--- src/rtl/uartrb_pkg.sv ---
`default_nettype none
// ----------------------------------------------------------------------------
// UART register block package
// Shared item codes, register indexes, reset values and the interrupt
// evaluation used by the UART register block with a receive FIFO.
// ----------------------------------------------------------------------------
package uartrb_pkg;

	localparam int RX_DEPTH_DEFAULT = 15;
	localparam int NUM_REGS         = 15;

	localparam logic [2:0] KIND_READ    = 3'd0;
	localparam logic [2:0] KIND_WRITE   = 3'd1;
	localparam logic [2:0] KIND_RX_BYTE = 3'd2;
	localparam logic [2:0] KIND_BREAK   = 3'd3;
	localparam logic [2:0] KIND_TIMEOUT = 3'd4;

	localparam logic [3:0] R_CON    = 4'd1;
	localparam logic [3:0] R_FCON   = 4'd2;
	localparam logic [3:0] R_TRSTAT = 4'd4;
	localparam logic [3:0] R_ERSTAT = 4'd5;
	localparam logic [3:0] R_FSTAT  = 4'd6;
	localparam logic [3:0] R_MSTAT  = 4'd7;
	localparam logic [3:0] R_TXH    = 4'd8;
	localparam logic [3:0] R_RXH    = 4'd9;

	localparam logic [31:0] CON_RESET    = 32'h0000_3000;
	localparam logic [31:0] TRSTAT_RESET = 32'h0000_0006;
	localparam logic [31:0] FSTAT_FULL   = 32'h0000_0100;
	localparam logic [31:0] FSTAT_CNT    = 32'h0000_000f;

	typedef enum logic {
		ST_IDLE,
		ST_EXEC
	} state_t;

	typedef struct packed {
		logic [31:0] trstat;
		logic        disarm;
		logic        irq;
	} irq_eval_t;

	function automatic logic [7:0] trig_level(input logic [2:0] chan, input logic [1:0] sel);
		logic [7:0] n;
		logic [7:0] lvl;
		n = {6'd0, sel} + 8'd1;
		case (chan)
			3'd0: lvl = n << 5;
			3'd1, 3'd4: lvl = n << 3;
			3'd2, 3'd3: lvl = n << 1;
			default: lvl = 8'd0;
		endcase
		return lvl;
	endfunction

	function automatic irq_eval_t eval_irq(
		input logic [31:0] con,
		input logic [31:0] fcon,
		input logic [31:0] trstat,
		input logic [7:0]  cnt,
		input logic [2:0]  chan
	);
		irq_eval_t   r;
		logic [31:0] mask;
		r.trstat = trstat;
		r.disarm = 1'b0;
		mask     = 32'h0000_0007;
		if (fcon[0]) begin
			if (con[13]) begin
				mask     = mask | 32'h0000_0020;
				r.trstat = r.trstat | 32'h0000_0020;
			end
			if (con[12]) begin
				mask = mask | 32'h0000_0010;
				if (cnt >= trig_level(chan, fcon[5:4])) begin
					r.trstat = r.trstat | 32'h0000_0010;
					r.disarm = 1'b1;
				end
			end
			if (con[9]) begin
				mask = mask | 32'h0000_0008;
			end
		end
		r.irq = |(r.trstat & mask);
		return r;
	endfunction

endpackage
`default_nettype wire

--- src/rtl/uartrb_ram.sv ---
`default_nettype none
// ----------------------------------------------------------------------------
// Generic RAM
// One write port and one read port with a registered read, no reset.
// ----------------------------------------------------------------------------
module uartrb_ram #(
	parameter int WIDTH = 8,
	parameter int DEPTH = 16,
	parameter int AW    = (DEPTH > 1) ? $clog2(DEPTH) : 1
) (
	input  logic             clk,
	input  logic             we,
	input  logic [AW-1:0]    waddr,
	input  logic [WIDTH-1:0] wdata,
	input  logic             re,
	input  logic [AW-1:0]    raddr,
	output logic [WIDTH-1:0] rdata
);

	logic [WIDTH-1:0] mem_q [DEPTH];
	logic [WIDTH-1:0] rdata_q;

	always_ff @(posedge clk) begin
		if (we) begin
			mem_q[waddr] <= wdata;
		end
		if (re) begin
			rdata_q <= mem_q[raddr];
		end
	end

	assign rdata = rdata_q;

endmodule
`default_nettype wire

--- src/rtl/uart_register_block_with_rx_fifo_core.sv ---
`default_nettype none
// ----------------------------------------------------------------------------
// UART register block with receive FIFO
// Word-indexed register file, receive FIFO, receive timeout flag and
// interrupt line, driven by bus reads, bus writes and line events.
// ----------------------------------------------------------------------------
// Each input item is a bus read, a bus write, a received byte, a line break
// or a timeout expiry, and it produces exactly one result item with the read
// data, any transmitted byte, the interrupt level, whether a received byte was
// stored and whether the receive timeout is armed.
// An item accepted at one clock edge is executed in the following cycle and
// its result is valid after the next edge. Items are handled one at a time,
// so the block takes no new item while one executes: the registered read of
// the register RAM and of the FIFO RAM forces this. While a result is stalled
// at the output, the block finishes no further item; in_stall stays high
// until the waiting result is taken.
// Reset loads the control registers with their reset values and clears the
// FIFO pointers, interrupt line and timeout flag; plain registers read as zero
// until first written, with no clearing pass. The user must write the channel
// number through cfg_wr_en and cfg_wr_data only while the block is idle; the block does not enforce this.
// ----------------------------------------------------------------------------
module uart_register_block_with_rx_fifo_core #(
	parameter int RX_DEPTH = uartrb_pkg::RX_DEPTH_DEFAULT
) (
	input  logic        clk,
	input  logic        arst_n,
	input  logic        cfg_wr_en,
	input  logic [2:0]  cfg_wr_data,
	input  logic        in_valid,
	output logic        in_stall,
	input  logic [2:0]  kind,
	input  logic [3:0]  reg_index,
	input  logic [31:0] write_data,
	input  logic [7:0]  rx_data,
	output logic        out_valid,
	input  logic        out_stall,
	output logic [31:0] read_data,
	output logic        tx_valid,
	output logic [7:0]  tx_data,
	output logic        irq_level,
	output logic        rx_accepted,
	output logic        timeout_armed
);

	import uartrb_pkg::*;

	localparam int HeadW = (RX_DEPTH > 1) ? $clog2(RX_DEPTH) : 1;
	localparam int CntW  = $clog2(RX_DEPTH + 1);
	localparam int SumW  = CntW + 1;

	state_t state_q, state_d;
	logic   accept;
	logic   exec;

	logic [2:0]  kind_s1;
	logic [3:0]  idx_s1;
	logic [31:0] wdata_s1;
	logic [7:0]  rxb_s1;

	logic [2:0]          chan_q;
	logic [31:0]         con_q, con_d;
	logic [31:0]         fcon_q, fcon_d;
	logic [31:0]         trstat_q, trstat_d;
	logic [31:0]         erstat_q, erstat_d;
	logic [7:0]          rxh_q, rxh_d;
	logic [HeadW-1:0]    head_q, head_d;
	logic [CntW-1:0]     cnt_q, cnt_d;
	logic                irq_q, irq_d;
	logic                armed_q, armed_d;
	logic [NUM_REGS-1:0] reg_vld_q;

	logic        out_valid_q;
	logic [31:0] rd_data_q;
	logic        tx_valid_q;
	logic [7:0]  tx_data_q;
	logic        irq_out_q;
	logic        rx_acc_q;
	logic        armed_out_q;

	logic [31:0] rd_data;
	logic        tx_v;
	logic [7:0]  tx_b;
	logic        rx_acc;
	logic        reg_we;
	logic        do_push;
	logic [7:0]  push_data;
	logic        do_eval;
	irq_eval_t   ev;

	logic [31:0]      reg_rdata;
	logic [7:0]       rx_rdata;
	logic [SumW-1:0]  pos_sum;
	logic [HeadW-1:0] push_pos;
	logic [SumW-1:0]  head_inc;
	logic [HeadW-1:0] head_next;
	logic             fifo_full;

	uartrb_ram #(
		.WIDTH (32),
		.DEPTH (NUM_REGS)
	) u_reg_ram (
		.clk   (clk),
		.we    (exec && reg_we),
		.waddr (idx_s1),
		.wdata (wdata_s1),
		.re    (accept),
		.raddr (reg_index),
		.rdata (reg_rdata)
	);

	uartrb_ram #(
		.WIDTH (8),
		.DEPTH (RX_DEPTH)
	) u_rx_ram (
		.clk   (clk),
		.we    (exec && do_push),
		.waddr (push_pos),
		.wdata (push_data),
		.re    (accept),
		.raddr (head_q),
		.rdata (rx_rdata)
	);

	assign accept = in_valid && !in_stall;
	assign exec   = (state_q == ST_EXEC);

	always_ff @(posedge clk or negedge arst_n) begin
		if (!arst_n) begin
			state_q <= ST_IDLE;
		end else begin
			state_q <= state_d;
		end
	end

	always_comb begin
		state_d  = state_q;
		in_stall = 1'b1;
		case (state_q)
			ST_IDLE: begin
				in_stall = out_valid_q && out_stall;
				if (in_valid && !in_stall) begin
					state_d = ST_EXEC;
				end
			end
			ST_EXEC: begin
				state_d = ST_IDLE;
			end
			default: begin
				state_d = ST_IDLE;
			end
		endcase
	end

	always_ff @(posedge clk) begin
		if (accept) begin
			kind_s1  <= kind;
			idx_s1   <= reg_index;
			wdata_s1 <= write_data;
			rxb_s1   <= rx_data;
		end
	end

	assign fifo_full = (SumW'(cnt_q) >= SumW'(RX_DEPTH));
	assign pos_sum   = SumW'(head_q) + SumW'(cnt_q);
	assign push_pos  = (pos_sum >= SumW'(RX_DEPTH)) ? HeadW'(pos_sum - SumW'(RX_DEPTH))
		: HeadW'(pos_sum);
	assign head_inc  = SumW'(head_q) + SumW'(1);
	assign head_next = (head_inc >= SumW'(RX_DEPTH)) ? '0 : HeadW'(head_inc);

	always_comb begin
		con_d     = con_q;
		fcon_d    = fcon_q;
		trstat_d  = trstat_q;
		erstat_d  = erstat_q;
		rxh_d     = rxh_q;
		head_d    = head_q;
		cnt_d     = cnt_q;
		armed_d   = armed_q;
		irq_d     = irq_q;
		rd_data   = 32'd0;
		tx_v      = 1'b0;
		tx_b      = 8'd0;
		rx_acc    = 1'b0;
		reg_we    = 1'b0;
		do_push   = 1'b0;
		push_data = rxb_s1;
		do_eval   = 1'b0;
		ev        = '0;
		case (kind_s1)
			KIND_READ: begin
				if (idx_s1 < 4'(NUM_REGS)) begin
					case (idx_s1)
						R_CON: rd_data = con_q;
						R_FCON: rd_data = fcon_q;
						R_TRSTAT: rd_data = trstat_q;
						R_ERSTAT: begin
							rd_data  = erstat_q;
							erstat_d = 32'd0;
						end
						R_FSTAT: begin
							rd_data = 32'(cnt_q) & FSTAT_CNT;
							if (fifo_full) begin
								rd_data = rd_data | FSTAT_FULL;
							end
						end
						R_MSTAT: rd_data = 32'd0;
						R_TXH: rd_data = 32'd0;
						R_RXH: begin
							if (fcon_q[0]) begin
								if (cnt_q != '0) begin
									rd_data     = {24'd0, rx_rdata};
									head_d      = head_next;
									cnt_d       = cnt_q - CntW'(1);
									trstat_d[0] = (cnt_d != '0);
								end
							end else begin
								trstat_d[0] = 1'b0;
								rd_data     = {24'd0, rxh_q};
							end
						end
						default: rd_data = reg_vld_q[idx_s1] ? reg_rdata : 32'd0;
					endcase
				end
			end
			KIND_WRITE: begin
				if (idx_s1 < 4'(NUM_REGS)) begin
					case (idx_s1)
						R_FCON: begin
							fcon_d = wdata_s1;
							if (wdata_s1[1]) begin
								head_d    = '0;
								cnt_d     = '0;
								fcon_d[1] = 1'b0;
							end
							if (wdata_s1[2]) begin
								fcon_d[2] = 1'b0;
							end
						end
						R_TXH: begin
							tx_v     = 1'b1;
							tx_b     = wdata_s1[7:0];
							trstat_d = trstat_q | 32'h0000_0006;
							do_eval  = 1'b1;
						end
						R_TRSTAT: begin
							trstat_d = trstat_q & ~wdata_s1;
							do_eval  = 1'b1;
						end
						R_CON: con_d = wdata_s1;
						R_ERSTAT, R_FSTAT, R_MSTAT, R_RXH: begin
						end
						default: reg_we = 1'b1;
					endcase
				end
			end
			KIND_RX_BYTE: begin
				if (fcon_q[0]) begin
					if (!fifo_full) begin
						do_push = 1'b1;
						cnt_d   = cnt_q + CntW'(1);
						armed_d = con_q[9];
						rx_acc  = 1'b1;
					end
				end else if (!trstat_q[0]) begin
					rxh_d  = rxb_s1;
					rx_acc = 1'b1;
				end
				if (rx_acc) begin
					trstat_d = trstat_q | 32'h0000_0001;
					do_eval  = 1'b1;
				end
			end
			KIND_BREAK: begin
				if (!fifo_full) begin
					do_push   = 1'b1;
					push_data = 8'd0;
					cnt_d     = cnt_q + CntW'(1);
				end
				erstat_d = erstat_q | 32'h0000_0008;
				do_eval  = 1'b1;
			end
			KIND_TIMEOUT: begin
				if (armed_q) begin
					armed_d = 1'b0;
					if (trstat_q[0] || con_q[9]) begin
						trstat_d = trstat_q | 32'h0000_0008;
						do_eval  = 1'b1;
					end
				end
			end
			default: begin
			end
		endcase
		if (do_eval) begin
			ev       = eval_irq(con_d, fcon_d, trstat_d, 8'(cnt_d), chan_q);
			trstat_d = ev.trstat;
			irq_d    = ev.irq;
			if (ev.disarm) begin
				armed_d = 1'b0;
			end
		end
	end

	always_ff @(posedge clk or negedge arst_n) begin
		if (!arst_n) begin
			chan_q    <= 3'd0;
			con_q     <= CON_RESET;
			fcon_q    <= 32'd0;
			trstat_q  <= TRSTAT_RESET;
			erstat_q  <= 32'd0;
			rxh_q     <= 8'd0;
			head_q    <= '0;
			cnt_q     <= '0;
			irq_q     <= 1'b0;
			armed_q   <= 1'b0;
			reg_vld_q <= '0;
		end else begin
			if (cfg_wr_en) begin
				chan_q <= cfg_wr_data;
			end
			if (exec) begin
				con_q    <= con_d;
				fcon_q   <= fcon_d;
				trstat_q <= trstat_d;
				erstat_q <= erstat_d;
				rxh_q    <= rxh_d;
				head_q   <= head_d;
				cnt_q    <= cnt_d;
				irq_q    <= irq_d;
				armed_q  <= armed_d;
				if (reg_we) begin
					reg_vld_q[idx_s1] <= 1'b1;
				end
			end
		end
	end

	always_ff @(posedge clk or negedge arst_n) begin
		if (!arst_n) begin
			out_valid_q <= 1'b0;
		end else if (exec) begin
			out_valid_q <= 1'b1;
		end else if (!out_stall) begin
			out_valid_q <= 1'b0;
		end
	end

	always_ff @(posedge clk) begin
		if (exec) begin
			rd_data_q   <= rd_data;
			tx_valid_q  <= tx_v;
			tx_data_q   <= tx_b;
			irq_out_q   <= irq_d;
			rx_acc_q    <= rx_acc;
			armed_out_q <= armed_d;
		end
	end

	assign out_valid     = out_valid_q;
	assign read_data     = rd_data_q;
	assign tx_valid      = tx_valid_q;
	assign tx_data       = tx_data_q;
	assign irq_level     = irq_out_q;
	assign rx_accepted   = rx_acc_q;
	assign timeout_armed = armed_out_q;

	a_exec_output_free: assert property (@(posedge clk) disable iff (!arst_n)
		exec |-> !out_valid_q)
		else $error("result register busy while an item executes");

	a_accept_to_exec: assert property (@(posedge clk) disable iff (!arst_n)
		accept |=> exec)
		else $error("accepted item did not enter execution");

	a_count_bound: assert property (@(posedge clk) disable iff (!arst_n)
		(SumW'(cnt_q) <= SumW'(RX_DEPTH)) && (SumW'(head_q) < SumW'(RX_DEPTH)))
		else $error("receive FIFO pointer out of range");

	a_tx_not_rx: assert property (@(posedge clk) disable iff (!arst_n)
		out_valid_q && tx_valid_q |-> !rx_acc_q && (rd_data_q == 32'd0))
		else $error("transmit result carries receive or read data");

endmodule
`default_nettype wire

--- config.mk ---
export PLATFORM = sky130hd
export DESIGN_NAME = uart_register_block_with_rx_fifo_core
export DESIGN_NICKNAME = d
export VERILOG_FILES = /design/src/rtl/uartrb_pkg.sv /design/src/rtl/uartrb_ram.sv /design/src/rtl/uart_register_block_with_rx_fifo_core.sv
export SDC_FILE = /design/constraint.sdc
export NUM_CORES = 1
export LEC_CHECK = 0
export BUFFER_PORTS_ARGS = -buffer_cell sky130_fd_sc_hd__buf_2
export CAP_MARGIN = 20
export CORE_AREA = 3 3 265 267
export CTS_CLUSTER_DIAMETER = 50
export DETAILED_ROUTE_END_ITERATION = 10
export DIE_AREA = 0 0 268 270
export GPL_TIMING_DRIVEN = 0
export PLACE_DENSITY = 0.76
export SYNTH_ARGS = -nofsm -noshare
export SYNTH_HDL_FRONTEND = slang
export SYNTH_SLANG_ARGS = --single-unit
--- constraint.sdc ---
create_clock -name clk -period 9.9 [get_ports clk]
set_clock_uncertainty 0.15 [all_clocks]
set_input_delay 0 -clock clk [delete_from_list [all_inputs] [get_ports clk]]
set_output_delay 0 -clock clk [all_outputs]
set_load 0.01 [all_outputs]
---- Word-level counts from Yosys, hierarchy flattened ----
Memory sizes are Yosys's and may differ from the RTL's. A register that Yosys moved wholly into a read port is not among the register bits.
Index checks and enable logic that the tools add are counted.
storage, ports and cells
  bits in registers ....................... 255
  bits in writable memories ............... 600
  bits of input ports ..................... 55
  output and inout bits ................... 46
  logic and storage cells ................. 202
  memories kept ........................... 2
memory list
  name             words  bits a word  rd ports  clocked after memory_dff  wr ports  line              RTL
  u_reg_ram.mem_q  15     32           1         1                         1         uartrb_ram.sv:20  logic [WIDTH-1:0] mem_q [DEPTH];
  u_rx_ram.mem_q   15     8            1         1                         1         uartrb_ram.sv:20
cells by class
  add/sub/neg operators ................... 6
  order comparisons ....................... 7
  equal/unequal tests ..................... 25
  mux-type cells .......................... 97
  bitwise gates (word level) .............. 8
  reductions and logical operators ........ 31
operator list
  operator                                             count
  case mux 32 bit (7 select lines)                     1
  two-way mux 32 bit                                   6
  case mux 32 bit (2 select lines)                     2
  case mux 31 bit (3 select lines)                     1
  two-way mux 4 bit                                    21
  bitwise AND 32 bit                                   2
  two-way mux 8 bit                                    7
  two-way mux 6 bit                                    8
  two-way mux 14 bit                                   3
  two-way mux 1 bit                                    34
  two-way mux 33 bit                                   1
  NOT 32 bit                                           1
  OR reduction 32 bit                                  1
  case mux 8 bit (3 select lines)                      1
  equality test 4 x 3 -> 1 bit, second input constant  4
  case mux 4 bit (4 select lines)                      1
  AND reduction 4 bit                                  4
  bitwise OR 15 bit                                    1
  equality test 3 x 2 -> 1 bit, second input constant  4
  >= comparator 5 x 4 -> 1 bit, second input constant  2
  inequality test 2 bit, second input constant         5
  two-way mux 9 bit                                    1
  AND reduction 9 bit                                  1
  equality test 4 bit, second input constant           2
  35 further kinds                                     60

---- Depth between registers and ports, before layout ----
Gate-level depths: netlist of the first run.
  depth in word-level cells ............... 17
  gate-level depth with buffers ........... 16
  depth with buffers taken out ............ 14

---- Hierarchy ----
Synthesis of the first run repeated with hierarchy kept, for this count alone.
second synthesis, totals
  cells, all modules ...................... 1916
  area, all modules ....................... 34265.4 µm²
modules (own cells, without submodules)
  module                                 times used  cells each  area each (µm²)  sequential area each (µm²)
  uartrb_ram (u_reg_ram)                 1           886         19207.2          15374.7
  uart_register_block_with_rx_fifo_core  1           801         10112.2          6065.8
  uartrb_ram (u_rx_ram)                  1           229         4946.0           3843.7

---- Least setup slack after synthesis of the first run ----
No wires, ideal clock.
  path kind ............................... register to register
  from .................................... register state_q, in the netlist exec
  to ...................................... memory u_reg_ram.mem_q[12][0], enable pin
  library setup time ...................... 0.503 ns
  arrival time ............................ 4.716 ns
  data required time ...................... 9.247 ns
  path slack .............................. 4.531 ns
  cell stages (with the launch flop) ...... 4
  path buffers ............................ 1
  period minus slack after synthesis ...... 5.369 ns
  cells stage by stage .................... dfrtp_1 > clkbuf_1 > nand3_1 > nor4_1
between the ends
  word-level cells in the longest chain between the ends .. 3
ends and longest elaborated chain
  element                                  line                                          RTL
  start, declared                          uart_register_block_with_rx_fifo_core.sv:51   state_t state_q, state_d;
  start signal, assigned                   uart_register_block_with_rx_fifo_core.sv:131  state_q <= state_d;
  logical AND 1 bit                        uart_register_block_with_rx_fifo_core.sv:103  .we (exec && reg_we),
  two-way mux 1 bit                        uartrb_ram.sv:24                              if (we) begin
  two-way mux 1 bit (not written as such)  uartrb_ram.sv:25                              mem_q[waddr] <= wdata;
  end, declared                            uartrb_ram.sv:20
No other way between the ends.

---- Final worst setup path of the first run ----
  from .................................... register cnt_q[0]
  to ...................................... register irq_out_q, in the netlist irq_level (data pin)
between the ends
  elaborated cells between the ends (all ways) .. 35
  classes of those cells .................. add/sub (2); order compare (2); mux (27); bitwise (1); reduce/logical (3)
RTL lines
  element                                                          line                                                                                        RTL
  start, declared                                                  uart_register_block_with_rx_fifo_core.sv:67                                                 logic [CntW-1:0] cnt_q, cnt_d;
  start signal, assigned                                           uart_register_block_with_rx_fifo_core.sv:328                                                cnt_q <= cnt_d;
  subtractor 4 x 1 -> 4 bit or nonzero test 4 bit (tied branches)  uart_register_block_with_rx_fifo_core.sv:213, uart_register_block_with_rx_fifo_core.sv:210
  two-way mux 4 bit                                                uart_register_block_with_rx_fifo_core.sv:210                                                if (cnt_q != '0) begin
  two-way mux 4 bit                                                uart_register_block_with_rx_fifo_core.sv:209                                                if (fcon_q[0]) begin
  two-way mux 4 bit                                                uart_register_block_with_rx_fifo_core.sv:192                                                case (idx_s1)
  two-way mux 4 bit                                                uart_register_block_with_rx_fifo_core.sv:191                                                if (idx_s1 < 4'(NUM_REGS)) begin
  case mux 4 bit (4 select lines) (*)                              uart_register_block_with_rx_fifo_core.sv:189                                                case (kind_s1)
  net cnt_d[3]                                                     uart_register_block_with_rx_fifo_core.sv:67
  >= comparator 4 x 8 -> 1 bit (*)                                 uartrb_pkg.sv:75                                                                            if (cnt >= trig_level(chan, fcon[5:4])) begin
  two-way mux 6 bit (*)                                            uartrb_pkg.sv:75
  two-way mux 6 bit (*)                                            uartrb_pkg.sv:73                                                                            if (con[12]) begin
  two-way mux 7 bit (*)                                            uartrb_pkg.sv:68                                                                            if (fcon[0]) begin
  two-way mux 33 bit (*)                                           uart_register_block_with_rx_fifo_core.sv:294                                                if (do_eval) begin
  bitwise AND 32 bit (*)                                           uartrb_pkg.sv:84                                                                            r.irq = |(r.trstat & mask);
  OR reduction 32 bit (*)                                          uartrb_pkg.sv:84
  two-way mux 1 bit (*)                                            uart_register_block_with_rx_fifo_core.sv:294
  net irq_d                                                        uart_register_block_with_rx_fifo_core.sv:68                                                 logic irq_q, irq_d;
  end signal, assigned                                             uart_register_block_with_rx_fifo_core.sv:353                                                irq_out_q <= irq_d;
  end, declared                                                    uart_register_block_with_rx_fifo_core.sv:76                                                 logic irq_out_q;
The timed path passes the listed nets; every way through them passes the cells marked *. The select of a mux whose other input is x is not followed.
A chain may end at the register's enable or synchronous reset.

==> reports/results.ini, run 1 <==
[cts]
cts.sinks=864
clock_latency_ns=0.66
htreeDepth=3
holdBufCountCts=110
cts_resized=0
clockBufferDepth=3
clk_pin_slew_worst_paths_ns=0.06
cts_root_buf=clkbuf_16
cts_tree=done
numCtsBuffers=93
cts_setup_buffers=0

[synth]
synth_top_family_by_area=multiplexers
syn-cell-area_um2=33900
synth_seq_cells=864
ys_seq_area_share_pct=74.5
muxShareOfSynthArea_pct=14.8
synth-compound-area-share_pct=4.70
synth_area_per_cell_um2=19.1
async_flop_share_pct=15.4
synth_edf_count=731
ys_warn_count=0
ys_types=76
synth_fa_ha_area_share_pct=0.575
synthXorXnorAreaFrac_pct=0.103
synth_cells=1777
synth_ff_type=edfxtp_1
synth-simple-area-share_pct=3.86

[sta]
fin_crit_ns=4.39
report.final.hold_viol_count=0
rsz0062_at_grt=false
setup_tns_ns=0
setup_viol=0
max_freq_mhz=228
hold_slack_ns=0.0680
worst_pin_slew_ns=1.09
slew_viol_final=0
fin_crit_sh_pct=44.4
slew_headroom_pct=27.4

[floorplan]
io_pins=101
die_h_um=270
die_area_um2=72400
core_um2=68300
die_w_um=268
initial_core_util_pct=49.7
num_rows=96

[placed_design]
dp_hpwl_mm=50.8
gp_congestion=0.899
placed_area_um2=37000
portBuffers=100

[power_and_ir_drop]
power_mw=8.56
p_comb_share_pct=7.5
p_seq_share_pct=50.0
power.share.clock_pct=42.6
peakVddDrop_mv=0.184
leakage_nw=15.1
switching_share_pct=22.8
intPower_mw=6.61
p_sw_mw=1.96
power.density_nw_per_um2=206

[grt]
gr-usage-all-layers_pct=22.2
grt_pass1_wl_mm=120
grt_pass1_vias=19600
grt.overflow.total=0
antenna_found_initial=0
grt_max_degree=102

[worst_hold_path]
hold_path_class=in2reg

[worst_setup_path]
worstPathRequired_ns=10.06
worst-setup-path-type=reg2reg
cp_max_fo=8
critical_path_arrival_ns=4.56
worstSetupStartpointType=flop
worst_setup_path_end_kind=flop

[drt]
drc_errors=0
drt_iter0_drc=2254
wire_per_inst_um=23.8
drtPass1Iterations=8
vias=19000
drtAntennaViolNets=0
via_per_inst=5.69
finalWirelength_mm=79.4

[cells_and_area]
nets=2449
final_cell_area_um2=41500
final_layout_size_suffix_gt1_share_pct=24.2
antenna_cells=0
area_growth_pct=22.2

[run]
cap_violations=0

[status]
status=finished clean

==> worst paths after layout <==
kind                                     startpoint                       end  slack, ns  cells past startpoint
max                            cnt_q[0]$_DFFE_PN0P_       irq_level$_DFFE_PP_       5.51                     16
min                                    reg_index[0]       idx_s1[0]$_DFFE_PP_       0.07                      2
min in group asynchronous                    arst_n    fcon_q[22]$_DFFE_PN0P_       0.36                      4
min reg2reg                reg_vld_q[7]$_DFFE_PN0P_  reg_vld_q[7]$_DFFE_PN0P_       0.31                      1
max reg2reg                    cnt_q[0]$_DFFE_PN0P_       irq_level$_DFFE_PP_       5.51                     16
max in group asynchronous                    arst_n            exec$_DFF_PN0_       8.70                      4
==> cell families (layout without fill, tap and decap cells) <==
group,after synthesis,in the layout
AO/OA/AOI/OAI,234,234
other,1,256
adder cells (fa/ha/maj),15,15
AND/OR/NAND/NOR,252,252
flip-flops,864,864
buffers and inverters,120,547
XOR/XNOR,4,4
multiplexers,287,287
==> through the flow <==
| stage | util [%] | setup slack, ns | std cells |
|---|---|---|---|
| 2_1_floorplan | - | 4.53 | 2032 |
| 3_5_place_dp | 54.1 | 5.58 | 3044 |
| 3_3_place_gp | 53.4 | 0.342 | 3014 |
| 6_report | 60.7 | 5.51 | 3341 |
| 5_1_grt | 60.7 | 5.36 | 3341 |
| 4_1_cts | 60.5 | 5.57 | 3329 |
==> metal layers <==
layer / vias to the layer above / track usage, % / wire length (µm)
li1: 8154 / - / -
met1: 9766 / 29.3 / 30200
met2: 933 / 37.8 / 40800
met3: 151 / 3.99 / 6190
met4: 0 / 6.96 / 2230
met5: - / 0 / 0
==> synth_stat cells (all sizes together), types with 3 or more instances <==
library cell	n	area (µm²)
edfxtp	731	22000
mux4	164	3690
dfrtp	129	3230
nand2	88	330
mux2	79	893
clkbuf	73	274
o21ai	71	359
mux2i	44	440
a21oi	43	219
nor2	35	131
buf	34	160
a21boi	32	240
a222oi	30	300
nor3	22	115
nand3	20	100
nor2b	19	119
a22oi	14	105
ha	14	175
inv	13	48.8
and2	12	75.1
and3	10	62.6
nand4	8	50.1
or2	8	50.1
nand2b	6	37.5
a21o	5	37.5
nor3b	5	42.5
a211oi	4	30.0
a22o	4	35.0
dfstp	4	105
a211o	3	26.3
a31oi	3	18.8
nor4	3	18.8
nor4b	3	56.3
o211ai	3	22.5
o31ai	3	22.5
==> sequential cells by signal, indices dropped and copies added (netlist names), 3 cells and up <==
| name | count |
|---|---|
| chan_q | 3 |
| cnt_q | 4 |
| con_q | 32 |
| fcon_q | 30 |
| head_q | 4 |
| idx_s1 | 4 |
| kind_s1 | 3 |
| read_data | 32 |
| reg_vld_q | 15 |
| rxb_s1 | 8 |
| rxh_q | 8 |
| trstat_q | 32 |
| tx_data | 8 |
| u_reg_ram.mem_q | 480 |
| u_reg_ram.rdata | 32 |
| u_rx_ram.mem_q | 120 |
| u_rx_ram.rdata | 8 |
| wdata_s1 | 32 |
==> cells in the final DEF (no fill, tap or decap), types with 8 or more instances in the layout <==
cell           Yosys  layout
a21boi_0          31      31
a21oi_1           42      42
a222oi_1          30      30
a22oi_1           14      14
and2_1            12      12
and3_1            10       9
buf_1             15      15
buf_2             17     123
buf_4              1      10
buf_6              1      11
buf_8              0      10
bufinv_16          0      14
clkbuf_1          73      84
clkbuf_16          0      95
clkinv_1           0      13
clkinv_2           0      15
conb_1             1     256
dfrtp_1          129     128
dlygate4sd3_1      0     109
edfxtp_1         731     731
ha_1              14      14
inv_1             13      13
mux2_2            78      78
mux2i_1           44      44
mux4_2           164     164
nand2_1           88      88
nand3_1           20      20
nand4_1            8       8
nor2_1            35      31
nor2b_1           19      19
nor3_1            21      16
o21ai_0           70      70
or2_2              8       8
==> critical path: stages, from the launching register on <==
cell and delay (ns):
dfrtp_1 0.43, clkbuf_1 0.24, inv_1 0.15, ha_1 0.26, or3b_2 0.45, buf_2 0.18, nand4_1 0.13, o22ai_1 0.09
o21ai_0 0.20, a2bb2oi_1 0.28, inv_1 0.09, ha_1 0.29, nand3_1 0.10, and4bb_2 0.23, a211oi_1 0.35, or3_4 0.23
o21ai_0 0.22
==> layout make-up <==
class | count | area [µm²]
clock inverter | 65 | 803
sequential | 864 | 25300
buffer | 107 | 434
timing repair buffer | 252 | 2130
fill | 4770 | 26900
tap | 882 | 1100
inverter | 13 | 48.8
multi-input combinational | 1048 | 9200
clock buffer | 110 | 2470
==> power by group through the flow <==
stage / logic [mW] / registers (mW) / clock network [mW]
after floorplan: 0.388 / 4.30 / 0
after global placement: 0.546 / 4.34 / 0
after detailed placement: 0.586 / 4.35 / 0
after CTS: 0.627 / 4.28 / 3.69
after global routing: 0.694 / 4.29 / 3.85
final: 0.640 / 4.28 / 3.65
Note: power is estimated with default switching activity, not from simulation.
==> run 2, diff against run 1 <==
--- a/config.mk
+++ b/config.mk
@@ -12,7 +12,7 @@
 export DETAILED_ROUTE_END_ITERATION = 10
 export DIE_AREA = 0 0 268 270
 export GPL_TIMING_DRIVEN = 0
-export PLACE_DENSITY = 0.76
+export PLACE_DENSITY = 0.78
 export SYNTH_ARGS = -nofsm -noshare
 export SYNTH_HDL_FRONTEND = slang
 export SYNTH_SLANG_ARGS = --single-unit
==> constraint.sdc (replaced) <==
create_clock -name clk -period 3.6 [get_ports clk]
set_clock_uncertainty 0.15 [all_clocks]
set_input_delay 0 -clock clk [delete_from_list [all_inputs] [get_ports clk]]
set_output_delay 0 -clock clk [all_outputs]
set_load 0.01 [all_outputs]
==> reports/results.ini, run 2 (synthesis gave the netlist of run 1 again) <==
[sta]
setup_viol=0  ; unchanged
report.final.hold_viol_count=0  ; unchanged
fin_crit_ns=3.51  ; -0.880 ns
fin_crit_sh_pct=97.6  ; +53 points
max_freq_mhz=285  ; +25%
slew_headroom_pct=23.7  ; -3.7 points
worst_pin_slew_ns=1.12  ; +0.0287 ns
slew_viol_final=0  ; unchanged
finalWorstSetupSlack_ns=0.0856  ; -5.42 ns

[floorplan]
core_um2=68300  ; unchanged
die_w_um=268  ; unchanged
num_rows=96  ; unchanged
die_area_um2=72400  ; unchanged
initial_core_util_pct=49.7  ; unchanged
io_pins=101  ; unchanged
die_h_um=270  ; unchanged

[cells_and_area]
top_register=u_reg_ram.mem_q
fillers=4672  ; -2.1%
multi_input_area_um2=9370  ; +1.9%
final_cell_mix=edfxtp_1 (731), conb_1 (256), mux4_2 (164), dfrtp_1 (126), buf_2 (122)
final_common_cell=edfxtp_1
final_layout_size_suffix_gt1_share_pct=25.4  ; +1.2 points
regArea_um2=25300  ; about the same
nets=2468  ; +0.78%
largest_registers=u_reg_ram.mem_q x480, u_rx_ram.mem_q x120
area_growth_pct=22.6
stdcell_count=3355  ; +0.42%
largest_reg_flops=480  ; unchanged

[drt]
finalWirelength_mm=80.0  ; +0.75%
drtAntennaViolNets=0  ; unchanged
via_per_inst=5.70  ; +0.18%
wire_per_inst_um=23.8  ; +0.33%
vias=19100  ; +0.60%
drt_iter0_drc=2371  ; +5.2%
drtPass1Iterations=5  ; -3
drc_errors=0  ; unchanged

[placed_design]
dpl_worst_slack_ns=-0.563  ; -6.14 ns
dp_hpwl_mm=50.8  ; +0.16%
gp_congestion=0.878  ; -2.4%
portBuffers=100  ; unchanged
placedCellCount=3047  ; +0.099%

[status]
status=finished clean

[grt]
grt.overflow.total=0  ; unchanged
grt_max_degree=80  ; -22%
grt_pass1_wl_mm=120  ; +0.28%
gr-usage-all-layers_pct=22.3  ; +0.048 points
antenna_found_initial=1  ; +1
grt_pass1_vias=19600  ; +0.020%

[power_and_ir_drop]
p_seq_share_pct=51.6  ; +1.6 points
intPower_mw=17.5  ; +160%
switching_share_pct=23.3  ; +0.42 points
power.density_nw_per_um2=548  ; +170%
peakVddDrop_mv=0.393  ; +110%
leakage_nw=15.1  ; +0.23%
p_comb_share_pct=8.3  ; +0.8 points
p_sw_mw=5.30  ; +170%
power.share.clock_pct=40.1  ; -2.5 points

[cts]
clk_pin_slew_worst_paths_ns=0.06  ; about the same
clockBufferDepth=3  ; unchanged
clock_latency_ns=0.65  ; about the same
htreeDepth=3  ; unchanged
cts.sinks=864  ; unchanged
numCtsBuffers=89  ; -4.3%
cts_tree=done
cts_root_buf=clkbuf_16

[worst_setup_path]
cp_common_cell=ha_1
crit_start=cnt_q[0]$_DFFE_PN0P_
critical_path_arrival_ns=3.75  ; -0.81 ns
cp_max_fo=7  ; -1
worstPathRequired_ns=3.84  ; -6.22 ns
cpPeakStageDelay_ns=0.45  ; about the same
rr_startpoint=cnt_q[0]$_DFFE_PN0P_
worst_setup_path_end_kind=flop
regToRegSetupSlack_ns=0.09  ; -5.42 ns
path_cells=buf_4 -> ha_1 -> and3_1 -> o21a_1 -> a211oi_4 -> o221a_2 -> ha_1 -> nand3_1 -> and4bb_2 -> a211oi_2 -> or3_4 -> o21ai_4
crit_slowest_cell=dfrtp_2
worstSetupStartpointType=flop
worst-setup-path-type=reg2reg

[run]
cap_violations=0  ; unchanged

[worst_hold_path]
hold_path_class=in2reg
hp-start=cfg_wr_en

[run 2: changes by cell type in the layout (fill, tap and decap cells not counted), moves of 5 or more]
| cell | previous run | this run |
|---|---|---|
| clkbuf_1 | 84 | 91 |
| nor3_1 | 16 | 7 |
| o21ai_0 | 70 | 65 |
| buf_6 | 11 | 6 |
| nor3_2 | 6 | 13 |
| bufinv_16 | 14 | 5 |
| buf_4 | 10 | 32 |
[run 2: worst paths after layout]
kind	to	depth (start not counted)
worst max-delay path	irq_level$_DFFE_PP_	12
worst min-delay path	chan_q[2]$_DFFE_PN0P_	3
worst max register to register	irq_level$_DFFE_PP_	12
worst min register to register	reg_vld_q[8]$_DFFE_PN0P_	1
max in group asynchronous	trstat_q[2]$_DFFE_PN1P_	4
min in group asynchronous	con_q[25]$_DFFE_PN0P_	4
[run 2: power by group through the flow]
stage,combinational [mW],clock (mW),sequential (mW)
2_1_floorplan,1.07,0,11.8
3_3_place_gp,1.49,0,11.9
3_5_place_dp,1.61,0,12.0
4_1_cts,1.78,9.26,11.8
5_1_grt,2.05,9.68,11.8
6_report,1.90,9.14,11.8
[run 2: critical path: cells and delay by family, from the launching register on]
kind / cells / cell delay, ns
buffers and inverters: 1 / 0.15
AOI/OAI and AO/OA: 5 / 1.11
and+or+nand+nor: 4 / 0.89
adders and majority gates: 2 / 0.49
DFF: 1 / 0.45
[run 2: stage by stage]
stage | setup TNS, ns | hold WS (ns) | instance area, µm² | total power [mW] | util, %
finish | 0 | 0.0383 | 41600 | 22.8 | 60.9
global placement | -756.89 | 0.0262 | 36500 | 13.4 | 53.5
floorplan | -11.57 | -0.446 | 34900 | 12.9 | -
CTS | -0.526 | 0.0115 | 41200 | 22.8 | 60.3
detailed placement | -15.63 | -0.168 | 37000 | 13.6 | 54.2
global route | -0.0175 | 0.0434 | 41600 | 23.5 | 60.9
[run 2: cell type report]
| cell class | count | share of cell area (%) |
|---|---|---|
| antenna | 1 | 0.00601 |
| inverter | 13 | 0.123 |
| buffer | 105 | 1.06 |
| clock inverter | 48 | 1.17 |
| multi-input combinational | 1048 | 22.5 |
| sequential | 864 | 60.8 |
| clock buffer | 117 | 5.93 |
| timing repair buffer | 277 | 5.79 |
| tap | 882 | 2.65 |
[run 2: routing by layer]
| layer | global-route usage (%) | vias to the layer above | wire, µm |
|---|---|---|---|
| met1 | 29.5 | 9916 | 30700 |
| met5 | 0 | - | 0 |
| met2 | 38.1 | 859 | 41200 |
| met3 | 3.84 | 156 | 5780 |
| met4 | 6.43 | 0 | 2210 |
| li1 | - | 8187 | - |
[run 2: repair_timing]
action / CTS / global route
hold endpoints to repair: 214 / 0
resized for setup: 21 / 26
hold buffers: 108 / 0
endpoints found under the setup margin: 98 / 124
pin swaps: 5 / 12
buffers inserted: 5 / 22
